File: src/sv/lmpg_pkg.sv
// Package for the LFSR memory pattern generator/checker.
// Payload structs, configuration defaults and register indexes.
// No dependencies.
`default_nettype none

package lmpg_pkg;

  localparam int LFSR_W     = 16;
  localparam int BYTE_W     = 8;
  localparam int CFG_DATA_W = 32;
  localparam int CFG_ADDR_W = 3;

  localparam logic [LFSR_W-1:0] SEED_RESET = 16'h0001;
  localparam logic [LFSR_W-1:0] POLY_RESET = 16'h822B;

  // word index, taken from paddr[2]
  typedef enum logic {
    REG_SEED = 1'b0,
    REG_POLY = 1'b1
  } reg_idx_t;

  typedef struct packed {
    logic              mode;
    logic [BYTE_W-1:0] read_byte;
    logic              last_byte;
  } in_item_t;

  typedef struct packed {
    logic [BYTE_W-1:0] pattern_byte;
    logic              byte_mismatch;
    logic              region_match;
    logic              region_end;
  } out_item_t;

  typedef struct packed {
    logic [LFSR_W-1:0] seed;
    logic [LFSR_W-1:0] poly;
  } lfsr_cfg_t;

endpackage

`default_nettype wire

File: src/sv/lfsr_memory_pattern_gen_check_unit.sv
// Top level of the LFSR memory test pattern generator/checker.
// Instantiates lmpg_cfg_regs and lmpg_core; depends on lmpg_pkg.
//
//   channel | ports                      | moves
//   --------+----------------------------+-------------------------------
//   in      | in_valid/in_ready/in_data  | mode, read_byte, last_byte
//   out     | out_valid/out_ready/out_data | pattern, mismatch, match, end
//   cfg     | cfg_p* (APB-style, 32 bit) | seed @0x0, poly @0x4
//
// One item per cycle while out_ready is high; each result appears in the cycle after its item is taken.
// The LFSR step and byte compare sit between the state and the result register.
// in_ready drops only while a result is held and out_ready is low.
// Synchronous reset: next item starts a region from the seed register.
`default_nettype none

module lfsr_memory_pattern_gen_check_unit #(
  parameter logic [lmpg_pkg::LFSR_W-1:0] SEED_INIT = lmpg_pkg::SEED_RESET,
  parameter logic [lmpg_pkg::LFSR_W-1:0] POLY_INIT = lmpg_pkg::POLY_RESET
) (
  input  wire logic                            clk,
  input  wire logic                            rst_n,
  input  wire logic                            in_valid,
  output logic                                 in_ready,
  input  wire lmpg_pkg::in_item_t              in_data,
  output logic                                 out_valid,
  input  wire logic                            out_ready,
  output lmpg_pkg::out_item_t                  out_data,
  input  wire logic                            cfg_psel,
  input  wire logic                            cfg_penable,
  input  wire logic                            cfg_pwrite,
  input  wire logic [lmpg_pkg::CFG_ADDR_W-1:0] cfg_paddr,
  input  wire logic [lmpg_pkg::CFG_DATA_W-1:0] cfg_pwdata,
  output logic      [lmpg_pkg::CFG_DATA_W-1:0] cfg_prdata,
  output logic                                 cfg_pready
);
  import lmpg_pkg::*;

  lfsr_cfg_t cfg;

  lmpg_cfg_regs #(
    .SEED_INIT (SEED_INIT),
    .POLY_INIT (POLY_INIT)
  ) u_cfg (
    .clk     (clk),
    .rst_n   (rst_n),
    .psel    (cfg_psel),
    .penable (cfg_penable),
    .pwrite  (cfg_pwrite),
    .paddr   (cfg_paddr),
    .pwdata  (cfg_pwdata),
    .prdata  (cfg_prdata),
    .pready  (cfg_pready),
    .cfg     (cfg)
  );

  lmpg_core u_core (
    .clk       (clk),
    .rst_n     (rst_n),
    .cfg       (cfg),
    .in_valid  (in_valid),
    .in_ready  (in_ready),
    .in_data   (in_data),
    .out_valid (out_valid),
    .out_ready (out_ready),
    .out_data  (out_data)
  );

  // a mismatching byte can never report the region as clean
  a_miss_clears_match: assert property (@(posedge clk) disable iff (!rst_n)
    out_valid && out_data.byte_mismatch |-> !out_data.region_match)
    else $error("mismatch reported with region_match set");

  // a held result blocks the input side
  a_stall_blocks_in: assert property (@(posedge clk) disable iff (!rst_n)
    out_valid && !out_ready |-> !in_ready)
    else $error("input accepted while result stalled");

  // generate-mode items never flag a mismatch
  a_gen_no_miss: assert property (@(posedge clk) disable iff (!rst_n)
    in_valid && in_ready && !in_data.mode |=> out_valid && !out_data.byte_mismatch)
    else $error("generate-mode item flagged a mismatch");

  // an accepted item always leaves a result behind
  a_accept_gives_result: assert property (@(posedge clk) disable iff (!rst_n)
    in_valid && in_ready |=> out_valid && (out_data.region_end == $past(in_data.last_byte)))
    else $error("accepted item produced no matching result");

endmodule

`default_nettype wire

File: src/sv/lmpg_cfg_regs.sv
// APB-style register file: start seed and feedback polynomial.
// Depends on lmpg_pkg.
`default_nettype none

module lmpg_cfg_regs #(
  parameter logic [lmpg_pkg::LFSR_W-1:0] SEED_INIT = lmpg_pkg::SEED_RESET,
  parameter logic [lmpg_pkg::LFSR_W-1:0] POLY_INIT = lmpg_pkg::POLY_RESET
) (
  input  wire logic                            clk,
  input  wire logic                            rst_n,
  input  wire logic                            psel,
  input  wire logic                            penable,
  input  wire logic                            pwrite,
  input  wire logic [lmpg_pkg::CFG_ADDR_W-1:0] paddr,
  input  wire logic [lmpg_pkg::CFG_DATA_W-1:0] pwdata,
  output logic      [lmpg_pkg::CFG_DATA_W-1:0] prdata,
  output logic                                 pready,
  output lmpg_pkg::lfsr_cfg_t                  cfg
);
  import lmpg_pkg::*;

  logic [LFSR_W-1:0] seed_r;
  logic [LFSR_W-1:0] poly_r;
  logic              wr_en;
  reg_idx_t          idx;

  assign idx    = reg_idx_t'(paddr[2]);
  assign wr_en  = psel && penable && pwrite;
  assign pready = 1'b1;

  always_ff @(posedge clk) begin
    if (!rst_n) begin
      seed_r <= SEED_INIT;
      poly_r <= POLY_INIT;
    end else if (wr_en) begin
      unique case (idx)
        REG_SEED: seed_r <= pwdata[LFSR_W-1:0];
        REG_POLY: poly_r <= pwdata[LFSR_W-1:0];
        default:  ;
      endcase
    end
  end

  always_comb begin
    unique case (idx)
      REG_SEED: prdata = {{(CFG_DATA_W-LFSR_W){1'b0}}, seed_r};
      REG_POLY: prdata = {{(CFG_DATA_W-LFSR_W){1'b0}}, poly_r};
      default:  prdata = '0;
    endcase
  end

  assign cfg = '{seed: seed_r, poly: poly_r};

endmodule

`default_nettype wire

File: src/sv/lmpg_core.sv
// Galois LFSR pattern generator, byte compare and result register.
// Depends on lmpg_pkg.
`default_nettype none

module lmpg_core (
  input  wire logic                clk,
  input  wire logic                rst_n,
  input  wire lmpg_pkg::lfsr_cfg_t cfg,
  input  wire logic                in_valid,
  output logic                     in_ready,
  input  wire lmpg_pkg::in_item_t  in_data,
  output logic                     out_valid,
  input  wire logic                out_ready,
  output lmpg_pkg::out_item_t      out_data
);
  import lmpg_pkg::*;

  logic [LFSR_W-1:0] shift_r,    shift_nxt;
  logic              at_start_r;
  logic              match_r,    match_nxt;
  logic              out_valid_r;
  out_item_t         out_data_r, out_data_nxt;

  logic [LFSR_W-1:0] cur;
  logic              match_in;
  logic              miss;
  logic              accept;

  // output register frees up in the same cycle it is drained
  assign in_ready = !out_valid_r || out_ready;
  assign accept   = in_valid && in_ready;

  always_comb begin
    cur      = at_start_r ? cfg.seed : shift_r;
    match_in = at_start_r ? 1'b1 : match_r;
    miss     = in_data.mode && (in_data.read_byte != cur[BYTE_W-1:0]);
    match_nxt = match_in && !miss;
    // Galois step: shift right, fold taps in when a one falls out
    shift_nxt = {1'b0, cur[LFSR_W-1:1]} ^ (cur[0] ? cfg.poly : '0);
    out_data_nxt.pattern_byte  = cur[BYTE_W-1:0];
    out_data_nxt.byte_mismatch = miss;
    out_data_nxt.region_match  = match_nxt;
    out_data_nxt.region_end    = in_data.last_byte;
  end

  always_ff @(posedge clk) begin
    if (!rst_n) begin
      shift_r     <= '0;
      at_start_r  <= 1'b1;
      match_r     <= 1'b1;
      out_valid_r <= 1'b0;
    end else begin
      if (accept) begin
        shift_r    <= shift_nxt;
        at_start_r <= in_data.last_byte;
        match_r    <= match_nxt;
      end
      if (accept) begin
        out_valid_r <= 1'b1;
      end else if (out_ready) begin
        out_valid_r <= 1'b0;
      end
    end
  end

  always_ff @(posedge clk) begin
    if (accept) begin
      out_data_r <= out_data_nxt;
    end
  end

  assign out_valid = out_valid_r;
  assign out_data  = out_data_r;

endmodule

`default_nettype wire
File: config.mk
export PLATFORM = sky130hd
export DESIGN_NAME = lfsr_memory_pattern_gen_check_unit
export DESIGN_NICKNAME = d
export VERILOG_FILES = /design/src/sv/lmpg_pkg.sv /design/src/sv/lfsr_memory_pattern_gen_check_unit.sv /design/src/sv/lmpg_cfg_regs.sv /design/src/sv/lmpg_core.sv
export SDC_FILE = /design/constraint.sdc
export NUM_CORES = 1
export LEC_CHECK = 0
export ABC_CLOCK_PERIOD_IN_PS = 2100
export BUFFER_PORTS_ARGS = -buffer_cell sky130_fd_sc_hd__buf_2
export CORE_MARGIN = 2
export CORE_UTILIZATION = 45
export DETAILED_ROUTE_END_ITERATION = 8
export GPL_ROUTABILITY_DRIVEN = 0
export PLACE_DENSITY = 0.72
export SYNTH_ARGS = -nofsm -noshare
export SYNTH_HDL_FRONTEND = slang
export SYNTH_SLANG_ARGS = --single-unit
File: constraint.sdc
create_clock -name clk -period 2.1 [get_ports clk]
set_input_delay 0 -clock clk [delete_from_list [all_inputs] [get_ports clk]]
set_output_delay 0 -clock clk [all_outputs]
set_load 0.02 [all_outputs]
# Word level (Yosys, flattened, before mapping)
# Index checks and enable logic that the tools add are counted.
[classes]
reduce_logical = 11
n_mux = 6
bitwise = 2
n_eq_ne = 1
[op_table]
columns = ["operator", "count"]
rows = [
  ["$pmux 32 s2", 1],
  ["$mux 16", 2],
  ["$xor 15x16->16", 1],
  ["$ne 8x8->1", 1],
  ["$logic_and 1x1->1", 5],
  ["$reduce_and 2->1", 2],
  ["$mux 1", 3],
  ["$logic_not 1->1", 2],
  ["$reduce_bool 2->1", 1],
  ["$logic_or 1x1->1", 1],
  ["$not 1->1", 1],
]
[word_totals]
register_bits = 62
output_inout_bits = 46
inputBits = 52
elab_cells = 30

# Longest topological paths before layout
[depth]
word_depth = 5
mapped_depth = 7
ltp_nobuf = 5

# Hierarchy
# Synthesis repeated with hierarchy kept, for this count alone.
[unflattened]
hier_cells = 329
hier_area_um2 = 3151.8
[modules_own_cells]
columns = ["mod", "instances", "area_per_inst_um2", "seq_area_each_um2", "cells_per_inst"]
rows = [
  ["lmpg_cfg_regs", 1, 1604.0, 640.6, 166],
  ["lmpg_core", 1, 1547.7, 710.7, 163],
]

# Worst setup path before layout
# No wires, ideal clock.
[synth_path]
path_type = "reg2reg"
start = "register u_core.at_start_r"
end = "register u_core.out_data_r, in the netlist u_core.out_data[2], data pin"
setup_slack_ns = 0.535
arrival_time_ns = 1.291
n_path_buf = 1
setup_ns = 0.274
period_less_slack_ns = 1.565
t_required_ns = 1.826
stages_incl_launch_ff = 6
path_cell_list = "dfxtp_1 -> buf_6 -> mux2_4 -> xor2_1 -> nor4_2 -> a21boi_1"
[synth_via]
elab_chain_cells = 3
[synth_rtl]
columns = ["element", "line_no", "rtl"]
rows = [
  ["start: declaration", "lmpg_core.sv:19", "logic at_start_r;"],
  ["start signal: assignment", "lmpg_core.sv:55", "at_start_r <= in_data.last_byte;"],
  ["$mux 16", "lmpg_core.sv:34", "cur = at_start_r ? cfg.seed : shift_r;"],
  ["$ne 8x8->1", "lmpg_core.sv:36", "miss = in_data.mode && (in_data.read_byte != cur[BYTE_W-1:0]);"],
  ["$logic_and 1x1->1", "lmpg_core.sv:36", ""],
  ["via u_core.miss", "lmpg_core.sv:26", "logic miss;"],
  ["end signal: assignment", "lmpg_core.sv:68", "out_data_r <= out_data_nxt;"],
  ["end: declaration", "lmpg_core.sv:22", "out_item_t out_data_r, out_data_nxt;"],
]
# The timed path passes the listed nets, and every way through them passes these cells.
# A chain may end at the register's enable or synchronous reset.

# Worst setup path after layout
# Same ends and word-level chain as after synthesis.

==> metrics.txt <==
status finished clean; die span in y 86.1 µm; hold path endpoint u_core.out_data[2]; gr ovfl total 0; CP Launch Point u_core.at_start_r; Worst-Skew Late Latency 330 ps; reg-to-reg endpoint u_core.out_data[2]; pin count of the biggest net entering global routing 37; DR WL/cell 13.0 µm; Synth Instances 342; final non-filler cell total 506; worst min-delay path category primary input to flop; First DRT Iteration DRCs 155; Post-DP Area 3380 µm²; crit-path max FO 18; Max transition margin 18.4%; commonest non-fill, non-tap cell in the layout nand2_1; DP Cell Count 471; Clock Skew 4.49 ps; Worst R2R Setup Slack 220 ps; Area Growth Syn to Fin 22.6%; CP Capture Type flop; Starting Density 47.2%; DR vias 2460; CTS tree done; antenna-violating nets left 0; Pleak 0.00167 µW; # fillers 567; diode count 0; ranking of synthesized cells by area dfxtp_1 (34%), nand2_1 (12%), edfxtp_1 (11%), a21boi_0 (6.7%), xnor2_1 (6.4%); Die W 86.1 µm; CTS clk-pin slew, worst paths 60 ps; syn_area_per_cell 8.87 µm²; hold wc startpoint in_data[9]; Synth Cell Area 3030 µm²; drt pass-1 iters 4; Clock H-tree levels 3; Fin. Hold Viols 0; max_cap viols 0; Hold Path Stages 2; cell taking the most area after synthesis dfxtp_1; full die area 7420 µm²; io pins 98; CTS root buffer clkbuf_8; initial antenna violation count 0; Max VDD drop 265 µV; RR Startpoint u_core.at_start_r; synth unique cells 27; flops & latches, synth 62; design area 3720 µm²; Power per Cell Area 676 nW/µm²; Fmax achieved 532 MHz; startpoint types flop; cell row count 29; Tot GR Track Use 18.8%; routed vias/inst 4.86; Port Buf Inserts 62; Tmin final 1880 ps; Final Util 57.9%; most frequent cells in the layout nand2_1 (98), buf_2 (62), dfxtp_1 (51), a21boi_0 (27), xnor2_1 (22); Total Power 2520 µW; WS Path Type flop to flop; Synth top area share 33.6%; Critical Path RT 2160 ps; post-CTS setup buffers 0; RSZ-0062 raised after global routing false; clock tree sinks 62; Routed WL 6560 µm; Tcrit/Tclk final 89.5%; Core ar. 6420 µm²; Seq/Total Area, Yosys 44.5%; Num CTS Buffers 9; Slew Viols, Final 0; R2R cell count 5; DRC viols 0; vias in the first global route 2287; Worst EP arrival 1940 ps; final net count 476; count of final setup violators 0; Max clock buf depth 2; Slew @ Worst Pin 1220 ps; detailed placer's ending HPWL 4440 µm; Synth Warn # 0; setup tns final 0 ps; first-pass GRT wire length 10700 µm; fraction of layout cells with a size suffix above 1 24.0%
-- sequential cells by signal (all words and copies together), names as in the netlist --
signal	count
u_cfg.poly_r	16
u_core.shift_r	16
u_core.match_r	1
u_cfg.seed_r	16
u_core.out_valid	1
u_core.out_data	11
u_core.at_start_r	1
-- through the flow --
step | worst slack [ps] | hold slack [ps]
floorplan | 535 | 98.9
detailed placement | 222 | 210
finish | 220 | 93.8
global route | 92.7 | 84.3
global placement | 262 | 203
CTS | 208 | 71.9
-- worst max-delay path: stages (launching register included) --
cell	delay [ps]
dfxtp_1	390
buf_12	200
mux2_4	420
xor2_1	180
nor4_2	270
a21boi_1	140
-- how the worst max path moves through the flow --
| stage | to | slack [ps] | depth (start not counted) |
|---|---|---|---|
| after floorplan | u_core.out_data[2] | 530 | 5 |
| after global placement | u_core.out_data[2] | 260 | 5 |
| after detailed placement | u_core.out_data[2] | 220 | 5 |
| after CTS | u_core.out_data[2] | 210 | 5 |
| after global routing | u_core.match_r | 90 | 6 |
| final | u_core.out_data[2] | 220 | 5 |
-- logic make-up after synthesis --
family	synth area share, %
compound gates	9.77
xor+xnor	6.64
buf+inv	8.04
flops	44.5
mux	11.8
other cells	0.248
simple gates	19.0
-- cell type report --
type / count / area (µm²) / share of cell area (%)
multi-input cells: 250 / 1500 / 40.2
flip-flops and latches: 62 / 1350 / 36.3
repair buffers: 91 / 588 / 15.8
clock buffers: 13 / 139 / 3.73
well taps: 77 / 96.3 / 2.59
inverters: 10 / 37.5 / 1.01
clock inverters: 3 / 11.3 / 0.303
-- repair_timing --
action,4_1_cts,5_1_grt
hold buffers,19,0
resized for setup,0,0
setup endpoints to repair,0,0
hold endpoints to repair,35,0
-- power by group --
group / internal (µW) / leakage [µW] / switching [µW]
Sequential: 1260 / 0.000524 / 24.5
Combinational: 170 / 0.00107 / 222
Clock: 418 / 0.0000741 / 421
-- layer usage --
metal | global-route usage [%] | vias to the layer above | part of all wire (%)
li1 | - | 1246 | -
met1 | 24.1 | 1129 | 46
met2 | 29.9 | 77 | 47
met3 | 4.52 | 8 | 5.9
met4 | 8.37 | 0 | 1.2
met5 | 0 | - | 0
-- synth_stat cells --
cell,instances
nand2_1,98
dfxtp_1,51
a21boi_0,27
xnor2_1,22
buf_4,17
mux2_2,16
and2_1,15
o21ai_0,15
clkbuf_1,13
mux2i_1,12
edfxtp_1,11
inv_1,10
nand3_1,10
nor2_1,4
buf_2,3
mux2i_2,3
nand2b_1,3
conb_1,2
nor4_2,2
a21boi_1,1
a21oi_1,1
a31oi_1,1
buf_1,1
buf_6,1
mux2_4,1
nand4_1,1
xor2_1,1
Power figures use the tool's default switching activity.
